<file path="src/hw/rtl/sktbl_pkg.sv">
`timescale 1ns / 1ps
`default_nettype none
package sktbl_pkg;

  // request codes
  typedef enum logic [2:0] {
    OP_INSERT   = 3'd0,
    OP_DEL_KEY  = 3'd1,
    OP_DEL_IDX  = 3'd2,
    OP_POP      = 3'd3,
    OP_LOOKUP   = 3'd4,
    OP_READ_IDX = 3'd5,
    OP_NEXT_FREE = 3'd6,
    OP_COUNT    = 3'd7
  } op_t;

  // result status codes
  typedef enum logic [1:0] {
    ST_OK   = 2'd0,
    ST_MISS = 2'd1,
    ST_FULL = 2'd2
  } status_t;

  localparam int KEY_W  = 32;
  localparam int DATA_W = 32;
  localparam int IDX_W  = 6;
  localparam int POS_W  = 7;
  localparam logic [KEY_W-1:0] KEY_MAX = '1;

endpackage
`default_nettype wire

</file>
<file path="src/hw/rtl/sorted_key_table_core.sv">
`timescale 1ns / 1ps
`default_nettype none
// Sorted key/data table, up to CAPACITY pairs kept in ascending key order.
// Request channel: op, key, data and index are taken at a rising edge with
// start high and busy low. busy stays high until the request is finished.
// Result channel: done is high for exactly one cycle with status, position,
// key_out, data_out and count_out; the receiver cannot hold a result off.
// Entries live in one single-port-write, registered-read memory of
// {key, data} words. A key search probes one entry at a time, an address
// state then a compare state. Insert and delete move one entry at a time,
// a read state then a write state for each, after any search. Read by
// index passes through a fetch state; count and refused requests are
// answered from idle. Next-free-key repeats the search once for each taken
// key it steps over.
// A new request can be taken in the cycle that shows done.
// Reset empties the table at once (the count returns to zero); memory
// contents are not cleared and are never read before being written.
module sorted_key_table_core #(
  parameter int CAPACITY = 64
) (
  input  wire logic                          clk,
  input  wire logic                          rst,
  input  wire logic                          start,
  output logic                               busy,
  input  wire sktbl_pkg::op_t                op,
  input  wire logic [sktbl_pkg::KEY_W-1:0]   key,
  input  wire logic [sktbl_pkg::DATA_W-1:0]  data,
  input  wire logic [sktbl_pkg::IDX_W-1:0]   index,
  output logic                               done,
  output sktbl_pkg::status_t                 status,
  output logic [sktbl_pkg::POS_W-1:0]        position,
  output logic [sktbl_pkg::KEY_W-1:0]        key_out,
  output logic [sktbl_pkg::DATA_W-1:0]       data_out,
  output logic [sktbl_pkg::POS_W-1:0]        count_out
);
  import sktbl_pkg::*;

  localparam int AW = $clog2(CAPACITY);
  localparam int CW = $clog2(CAPACITY + 1);
  localparam int WW = KEY_W + DATA_W;

  typedef enum logic [3:0] {
    S_IDLE, S_PROBE, S_CMP, S_INS_RD, S_INS_WR, S_INS_PUT,
    S_DEL_RD, S_DEL_WR, S_IDX_GET
  } state_t;

  state_t state;
  op_t op_q;
  logic [KEY_W-1:0]  key_q;
  logic [DATA_W-1:0] data_q;
  logic [CW-1:0] count;
  logic [CW-1:0] ptr;
  logic [CW-1:0] pos_r;
  logic signed [CW:0] lo, hi;
  logic [AW-1:0] mid;

  // table memory
  logic [WW-1:0] mem [CAPACITY];
  logic [WW-1:0] rd_q;
  logic [AW-1:0] rd_addr, wr_addr;
  logic          wr_en;
  logic [WW-1:0] wr_word;

  always_ff @(posedge clk) begin
    if (wr_en) begin
      mem[wr_addr] <= wr_word;
    end
    rd_q <= mem[rd_addr];
  end

  // search arithmetic
  logic signed [CW+1:0] lh_sum;
  logic [AW-1:0] mid_calc;
  logic signed [CW:0] mid_s;
  logic [CW-1:0] mid_cw;
  logic [KEY_W-1:0] probe_key;
  logic key_eq, key_lt;
  logic signed [CW:0] lo_new, hi_new;
  logic [CW-1:0] hit_pos;
  logic [31:0] idx_w, cnt_w, pos_w, cnt_ow;
  logic [CW-1:0] idx_cw;
  logic [CW-1:0] ptr_m1;
  logic [CW-1:0] ptr_p1;
  logic [CW-1:0] count_m1;

  assign lh_sum    = (CW+2)'(lo) + (CW+2)'(hi);
  assign mid_calc  = lh_sum[AW:1];
  assign mid_s     = $signed({{(CW+1-AW){1'b0}}, mid});
  assign mid_cw    = mid_s[CW-1:0];
  assign probe_key = rd_q[WW-1:DATA_W];
  assign key_eq    = (key_q == probe_key);
  assign key_lt    = (key_q < probe_key);
  assign lo_new    = key_lt ? lo : mid_s + (CW+1)'(1);
  assign hi_new    = key_lt ? mid_s - (CW+1)'(1) : hi;
  assign hit_pos   = (key_eq || key_lt) ? mid_cw : mid_cw + CW'(1);
  assign idx_w     = 32'(index);
  assign cnt_w     = 32'(count);
  assign idx_cw    = idx_w[CW-1:0];
  assign ptr_m1    = ptr - CW'(1);
  assign ptr_p1    = ptr + CW'(1);
  assign count_m1  = count - CW'(1);

  // memory port addressing per state
  always_comb begin
    rd_addr = mid_calc;
    wr_addr = ptr[AW-1:0];
    wr_en   = 1'b0;
    wr_word = rd_q;
    case (state)
      S_PROBE:   rd_addr = mid_calc;
      S_INS_RD:  rd_addr = ptr_m1[AW-1:0];
      S_INS_WR:  wr_en = 1'b1;
      S_INS_PUT: begin
        wr_en   = 1'b1;
        wr_addr = pos_r[AW-1:0];
        wr_word = {key_q, data_q};
      end
      S_DEL_RD:  rd_addr = ptr_p1[AW-1:0];
      S_DEL_WR:  wr_en = 1'b1;
      S_IDLE: begin
        if (op == OP_POP) begin
          rd_addr = count_m1[AW-1:0];
        end else begin
          rd_addr = idx_cw[AW-1:0];
        end
      end
      default: ;
    endcase
  end

  // control sequencer and result registers
  always_ff @(posedge clk) begin
    if (rst) begin
      state <= S_IDLE;
      count <= '0;
      done  <= 1'b0;
      ptr   <= '0;
    end else begin
      done <= 1'b0;
      case (state)
        S_IDLE: begin
          ptr <= count;
          if (start) begin
            op_q     <= op;
            key_q    <= key;
            data_q   <= data;
            status   <= ST_OK;
            pos_r    <= '0;
            key_out  <= '0;
            data_out <= '0;
            lo       <= '0;
            hi       <= $signed({1'b0, count}) - (CW+1)'(1);
            case (op)
              OP_INSERT: begin
                if (cnt_w >= 32'(CAPACITY)) begin
                  status <= ST_FULL;
                  done   <= 1'b1;
                end else if (count == '0) begin
                  state <= S_INS_PUT;
                end else begin
                  state <= S_PROBE;
                end
              end
              OP_DEL_KEY, OP_LOOKUP: begin
                if (count == '0) begin
                  status <= ST_MISS;
                  done   <= 1'b1;
                end else begin
                  state <= S_PROBE;
                end
              end
              OP_NEXT_FREE: begin
                if (count == '0) begin
                  key_out <= key;
                  done    <= 1'b1;
                end else begin
                  state <= S_PROBE;
                end
              end
              OP_POP: begin
                if (count == '0) begin
                  status <= ST_MISS;
                  done   <= 1'b1;
                end else begin
                  pos_r <= count_m1;
                  state <= S_IDX_GET;
                end
              end
              OP_DEL_IDX, OP_READ_IDX: begin
                if (idx_w >= cnt_w) begin
                  status <= ST_MISS;
                  done   <= 1'b1;
                end else begin
                  pos_r <= idx_cw;
                  state <= S_IDX_GET;
                end
              end
              default: done <= 1'b1;
            endcase
          end
        end
        S_PROBE: begin
          mid   <= mid_calc;
          state <= S_CMP;
        end
        S_CMP: begin
          lo <= lo_new;
          hi <= hi_new;
          if (!key_eq && lo_new <= hi_new) begin
            state <= S_PROBE;
          end else begin
            pos_r <= hit_pos;
            case (op_q)
              OP_INSERT: begin
                ptr <= count;
                if (count > hit_pos) state <= S_INS_RD;
                else state <= S_INS_PUT;
              end
              OP_NEXT_FREE: begin
                if (key_eq && key_q != KEY_MAX) begin
                  key_q <= key_q + KEY_W'(1);
                  lo    <= '0;
                  hi    <= $signed({1'b0, count}) - (CW+1)'(1);
                  state <= S_PROBE;
                end else begin
                  if (key_eq) status <= ST_MISS;
                  key_out <= key_q;
                  state   <= S_IDLE;
                  done    <= 1'b1;
                end
              end
              default: begin
                if (!key_eq) begin
                  status <= ST_MISS;
                  state  <= S_IDLE;
                  done   <= 1'b1;
                end else begin
                  key_out  <= probe_key;
                  data_out <= rd_q[DATA_W-1:0];
                  if (op_q == OP_DEL_KEY) begin
                    ptr   <= hit_pos;
                    state <= S_DEL_RD;
                  end else begin
                    state <= S_IDLE;
                    done  <= 1'b1;
                  end
                end
              end
            endcase
          end
        end
        S_INS_RD: state <= S_INS_WR;
        S_INS_WR: begin
          ptr <= ptr_m1;
          if (ptr_m1 > pos_r) state <= S_INS_RD;
          else state <= S_INS_PUT;
        end
        S_INS_PUT: begin
          count <= count + CW'(1);
          state <= S_IDLE;
          done  <= 1'b1;
        end
        S_IDX_GET: begin
          key_out  <= probe_key;
          data_out <= rd_q[DATA_W-1:0];
          ptr      <= pos_r;
          if (op_q == OP_READ_IDX) begin
            state <= S_IDLE;
            done  <= 1'b1;
          end else begin
            state <= S_DEL_RD;
          end
        end
        S_DEL_RD: begin
          if (ptr_p1 < count) begin
            state <= S_DEL_WR;
          end else begin
            count <= count - CW'(1);
            state <= S_IDLE;
            done  <= 1'b1;
          end
        end
        S_DEL_WR: begin
          ptr   <= ptr_p1;
          state <= S_DEL_RD;
        end
        default: state <= S_IDLE;
      endcase
    end
  end

  assign busy      = (state != S_IDLE);
  assign pos_w     = 32'(pos_r);
  assign position  = pos_w[POS_W-1:0];
  assign cnt_ow    = 32'(count);
  assign count_out = cnt_ow[POS_W-1:0];

  // checks
  a_accept_busy: assert property (@(posedge clk) disable iff (rst)
    start && !busy |=> busy || done)
    else $error("accepted request left no trace");
  a_done_idle: assert property (@(posedge clk) disable iff (rst)
    done |-> !busy)
    else $error("result strobe while still working");
  a_count_range: assert property (@(posedge clk) disable iff (rst)
    cnt_w <= 32'(CAPACITY))
    else $error("entry count beyond capacity");
  a_full_only_full: assert property (@(posedge clk) disable iff (rst)
    done && status == ST_FULL |-> cnt_w == 32'(CAPACITY))
    else $error("full reported on a table with room");
  a_count_step: assert property (@(posedge clk) disable iff (rst)
    !done && !$past(rst) |-> $stable(count))
    else $error("count changed without a result");

endmodule
`default_nettype wire
</file>
<file path="config.mk">
export PLATFORM = sky130hd
export DESIGN_NAME = sorted_key_table_core
export DESIGN_NICKNAME = d
export VERILOG_FILES = /design/src/hw/rtl/sktbl_pkg.sv /design/src/hw/rtl/sorted_key_table_core.sv
export SDC_FILE = /design/constraint.sdc
export NUM_CORES = 2
export LEC_CHECK = 0
export ABC_CLOCK_PERIOD_IN_PS = 6500
export BUFFER_PORTS_ARGS = -buffer_cell sky130_fd_sc_hd__buf_2
export CORE_MARGIN = 5
export CORE_UTILIZATION = 63
export DETAILED_ROUTE_END_ITERATION = 7
export PLACE_DENSITY_LB_ADDON = 0.12
export SLEW_MARGIN = 10
export SYNTH_ARGS = -nofsm -noshare
export SYNTH_HDL_FRONTEND = slang
export SYNTH_SLANG_ARGS = --single-unit
</file>
<file path="constraint.sdc">
create_clock -name clk -period 6.5 [get_ports clk]
set_input_delay 1.3 -clock clk [delete_from_list [all_inputs] [get_ports clk]]
set_output_delay 1.3 -clock clk [all_outputs]
set_load 0.03 [all_outputs]
</file>
==> After elaboration in Yosys (flattened, before gate mapping) <==
Memories as Yosys holds them, arrays and structs flattened. A register that Yosys moved wholly into a read port is not among the register bits.
Cells that the tools add are included.
{ "word_totals": {"reg_bits": 181, "mem_bits_rw": 4096, "input_bits": 76, "output_inout_bits": 82, "elab_cells": 194, "mem_count": 1} }
{ "op_classes": {"add_sub_neg": 10, "order_cmp": 7, "eq_ne": 39, "n_mux": 92, "bitwise_logic": 1, "n_reduce_logical": 30} }
{ "memory_table": {"columns": ["memory", "depth", "word_bits", "read_ports", "rd_clocked_by_memory_dff", "write_ports", "line", "text"], "rows": [
  ["mem", 64, 64, 1, 1, 1, "sorted_key_table_core.sv:58", "logic [WW-1:0] mem [CAPACITY];"]
]} }
{ "ops": {"columns": ["op", "count"], "rows": [
  ["$mux W32", 14],
  ["$pmux W32 S3", 2],
  ["$pmux W32 S2", 2],
  ["$mux W8", 10],
  ["$mux W64", 1],
  ["$mux W7", 8],
  ["$pmux W7 S2", 4],
  ["$pmux W7 S5", 1],
  ["$add A32 B1 Y32 const B", 1],
  ["$eq A32 B32 Y1", 1],
  ["$lt A32 B32 Y1", 1],
  ["$ne A32 B32 Y1 const B", 1],
  ["$pmux W4 S8", 1],
  ["$pmux W8 S2", 2],
  ["$ne A3 B3 Y1 const B", 10],
  ["$mux W4", 6],
  ["$mux W3", 7],
  ["$mux W6", 3],
  ["$ne A2 B2 Y1 const B", 9],
  ["$pmux W6 S3", 1],
  ["$reduce_and A6 Y1", 3],
  ["$eq A4 B3 Y1 const B", 4],
  ["$mux W1", 16],
  ["$pmux W4 S4", 1],
  ["other kinds (45)", 70]
]} }

==> Logic depth before layout (Yosys ltp) <==
{ "logic_depth": {"ltp_word": 8, "depth_mapped": 23, "depth_no_buf": 22} }

==> Worst setup path before layout <==
No wires, ideal clock.
{ "synth_path": {"kind": "reg2reg", "start": "register key_q[11]", "end": "register data_out[0] (netlist bit) (enable)", "setup_time_ps": 432, "arrival_time_ps": 5452, "required_time_ps": 6068, "slack_ps": 617, "stages_incl_launch_ff": 22, "synth_period_minus_slack_ps": 5883, "cell_sequence": "edfxtp_1 > ha_1 > nand4_1 > nor2_1 > a22oi_1 > nor4b_1 > nor2_1 > nor2_1 > clkbuf_1 > mux2i_1 > ha_1 > nor2b_1 > o21a_1 > o21a_1 > o21a_1 > o21a_1 > o21ai_0 > a21oi_1 > nor2_1 > nand2_1 > nand2_1 > a21oi_1"} }
{ "synth_between": {"elab_chain_cells": 6} }
{ "synth_rtl": {"columns": ["element", "line", "text"], "rows": [
  ["from (decl)", "sorted_key_table_core.sv:49", "logic [KEY_W-1:0] key_q;"],
  ["from (signal assigned)", "sorted_key_table_core.sv:145", "key_q <= key;"],
  ["from (signal assigned)", "sorted_key_table_core.sv:221", "key_q <= key_q + KEY_W'(1);"],
  ["$lt A32 B32 Y1", "sorted_key_table_core.sv:92", "assign key_lt = (key_q < probe_key);"],
  ["$mux W8, on equally long branches", "sorted_key_table_core.sv:93, sorted_key_table_core.sv:94", null],
  ["$le A8 B8 Y1", "sorted_key_table_core.sv:209", "if (!key_eq && lo_new <= hi_new) begin"],
  ["$logic_and A1 B1 Y1", "sorted_key_table_core.sv:209", null],
  ["$ne A2 B2 Y1 (no line)", null, null],
  ["$reduce_and A6 Y1 (no line) *", null, null],
  ["to (signal assigned)", "sorted_key_table_core.sv:239", "data_out <= rd_q[DATA_W-1:0];"],
  ["to (signal assigned)", "sorted_key_table_core.sv:265", "data_out <= rd_q[DATA_W-1:0];"],
  ["to (decl)", "sorted_key_table_core.sv:33", "output logic [sktbl_pkg::DATA_W-1:0] data_out,"]
]} }
Mark *: on every way between the ends. The rest lies on a longest branch, timed or not.
A chain may end at the register's enable or synchronous reset.

==> Worst setup path in the final report <==
{ "layout_path": {"start": "register count[1] (netlist: count_out[1])", "end": "register rd_q[52] (read register of mem)"} }
{ "layout_between": {"elab_chain_cells": 3} }
{ "layout_rtl": {"columns": ["element", "line", "text"], "rows": [
  ["from (decl)", "sorted_key_table_core.sv:51", "logic [CW-1:0] count;"],
  ["from (signal assigned)", "sorted_key_table_core.sv:259", "count <= count + CW'(1);"],
  ["from (signal assigned)", "sorted_key_table_core.sv:278", "count <= count - CW'(1);"],
  ["$sub A7 B1 Y7", "sorted_key_table_core.sv:101", "assign count_m1 = count - CW'(1);"],
  ["$mux W6", "sorted_key_table_core.sv:121", "if (op == OP_POP) begin"],
  ["$pmux W6 S3", "sorted_key_table_core.sv:109", "case (state)"],
  ["to (decl)", "sorted_key_table_core.sv:59", "logic [WW-1:0] rd_q;"]
]} }
No other way between the ends.

==> flow_metrics.py <==
metrics = {
    "outcome": {
        "status": "finished with violations",
        "violations": "DRC",
    },
    "setup_path": {
        "slowest_stage": "mux2i_1",
        "worst_ep_required_time_ns": 7.22,
        "critPathMaxStageDelay_ns": 1.03,
        "cp-end-kind": "flip-flop",
        "path_delay_family": "compound AO/OA/AOI/OAI gates",
        "cp-start-kind": "flip-flop",
        "timing_worst_setup_path_type": "reg -> reg",
        "cp_max_fo": 45,
        "crit_buf_inv": 3,
        "crit_chain": "inv_1, ha_1, xnor2_1, nor2_1, a21oi_1, o21ai_0, a21oi_4, buf_12, buf_12, mux2i_1, a211oi_1, a21oi_1, mux2i_1",
        "cp.arrival_ns": 6.57,
    },
    "drt": {
        "wl_per_cell_um": 37.0,
        "ant_nets": 0,
        "vias": 88000,
        "firstDrtPassIters": 8,
        "drc": 3,
        "routed_wl_um": 464000,
        "viasPerCell": 7.03,
        "drt-initial-drc-count": 13300,
    },
    "clock_tree": {
        "cts_sinks": 4341,
        "cts_buffers": 424,
        "ctsHoldBuffers": 0,
        "h-tree-depth": 5,
        "cts_tree": "built",
        "path_clk_slew_ns": 0.06,
        "cts_resized": 0,
        "clock_latency_ns": 0.97,
        "post_cts_buffers": 0,
        "root_buffer": "clkbuf_16",
        "cts_buffer_depth": 4,
    },
    "placement": {
        "placed_area_mm2": 0.179,
        "place_hpwl_um": 238000,
        "port_buffers": 157,
        "gp_congestion": 0.890,
        "place_ws_ns": 0.500,
    },
    "logic_synthesis": {
        "synth_compound_area_share_pct": 3.07,
        "ys_seq_elements": 4341,
        "ys.warnings.count": 0,
        "synth_adder_area_share_pct": 0.574,
        "synthMuxAreaShare_pct": 16.4,
        "yosysUniqueCellTypes": 75,
        "synthXorXnorAreaFrac_pct": 0.362,
        "avgSynthCellArea_um2": 21.0,
        "synth.cell_area_mm2": 0.171,
        "yosys.area_share.simple_pct": 2.28,
        "async_reset_ff_share_pct": 0,
        "synth_nets": 8275,
        "syn-instance-count": 8123,
        "ys_seq_area_share_pct": 75.8,
        "synth_edf_count": 4258,
        "ys_dominant_reg_cell": "edfxtp_1",
        "synth_top_family_by_area": "multiplexers",
    },
    "die": {
        "io_pins": 158,
        "die_h_um": 531,
        "core_mm2": 0.270,
        "start_util_pct": 63.2,
        "die_x_um": 531,
        "die_area_mm2": 0.282,
        "rows": 191,
    },
    "timing": {
        "setup_ws_ns": 0.654,
        "clock_skew_ns": 0.0426,
        "rsz0062_at_grt": "no",
        "fmax_ghz": 0.171,
        "slew_headroom_pct": 8.86,
        "tightest_slew_ns": 1.33,
        "setup_viol": 0,
        "final_hold_viol_count": 0,
        "finalCritPeriodShare_pct": 89.9,
        "period_needed_ns": 5.85,
        "final-max-slew-violation-count": 0,
        "tns_ns": 0,
    },
    "cells_and_area": {
        "layout_commonest_cell": "edfxtp_1",
        "final_cell_mix": "edfxtp_1, mux4_2, mux2i_1, clkbuf_16, a21oi_1",
        "fin_util_pct": 71.2,
        "drive_gt1_share_pct": 25.7,
        "fin_nets": 8740,
        "layout.area.seq_mm2": 0.130,
        "design_area_mm2": 0.192,
        "syn2layout_area_growth_pct": 12.6,
        "fillers": 15800,
        "multi_input_area_mm2": 0.0397,
    },
    "global_route": {
        "grt_usage_pct": 33.1,
        "grt_pass1_vias": 86400,
        "antenna_found_initial": 18,
        "grt_max_degree": 96,
        "grt_pass1_wl_um": 653000,
        "overflow": 0,
    },
    "hold_path": {
        "hold_class": "in -> reg",
    },
    "power": {
        "power_density_mw_per_mm2": 397,
        "leakage_nw": 61.9,
        "power.total_w": 0.0764,
        "peakVddDrop_mv": 0.446,
    },
    "job": {
        "cap_violations": 0,
    },
}
cells in the mapped netlist, types with 33 or more instances:
cell | count | area, µm²
nand2_1 | 156 | 586
clkbuf_1 | 242 | 908
dfxtp_1 | 83 | 1660
mux2_2 | 42 | 473
a21oi_1 | 302 | 1510
buf_2 | 116 | 581
a222oi_1 | 33 | 330
buf_1 | 41 | 154
mux2i_1 | 443 | 4430
o21ai_0 | 115 | 576
nor2_1 | 160 | 601
inv_1 | 96 | 360
a211oi_1 | 272 | 2040
nor2b_1 | 297 | 1860
ha_1 | 75 | 938
buf_6 | 42 | 473
nand3_1 | 44 | 220
mux4_2 | 1024 | 23100
xnor2_1 | 42 | 368
edfxtp_1 | 4258 | 128000
metrics by stage:
step / hold WS, ns / std cells
after CTS: 0.435 / 12500
after global routing: 0.472 / 12500
final: 0.510 / 12500
after detailed placement: 0.539 / 11700
after global placement: 0.523 / 11700
after floorplan: 0.508 / 8123
sequential cells by signal (all words and copies together), names as in the netlist, 8 cells and up:
signal,cells
key_out,32
data_q,32
key_q,32
lo,8
data_out,32
hi,8
mem,4096
rd_q,64
area by class of cell:
cell class / count / area share [%]
Sequential cell: 4341 / 67.3
Multi-Input combinational cell: 3230 / 20.6
Clock buffer: 520 / 5.80
Timing Repair Buffer: 494 / 2.40
Tap cell: 3570 / 2.32
Clock inverter: 263 / 1.34
Inverter: 97 / 0.189
Antenna cell: 8 / 0.0104
power by group:
group / leakage, nW / switching (W) / internal (W)
combinational: 16.2 / 0.0104 / 0.00614
sequential: 39.0 / 0.000331 / 0.0352
clock: 6.77 / 0.0104 / 0.0139
cell families after synthesis:
group	count (synthesis)
AOI/OAI and AO/OA	818
xor gates and xnor gates	69
adders and majority gates	78
buffers and inverters	552
DFF	4341
muxes	1509
and+or+nand+nor	756
per-layer routing:
metal / share of wire [%] / GRT usage, %
met5: 0.0028 / 0
met4: 4.0 / 11.4
met3: 12 / 6.97
met2: 47 / 51.7
met1: 36 / 47.6
path summary, 6_finish.rpt:
kind | startpoint | to | slack, ns | depth (start not counted)
min | data[15] | data_q[15]$_DFFE_PP_ | 0.51 | 1
min reg2reg | rd_q[52]$_DFF_P_ | key_out[20]$_DFFE_PP_ | 0.56 | 2
max | count_out[1]$_SDFFE_PP0P_ | rd_q[52]$_DFF_P_ | 0.65 | 13
max reg2reg | count_out[1]$_SDFFE_PP0P_ | rd_q[52]$_DFF_P_ | 0.65 | 13
Power figures use the tool's default switching activity.
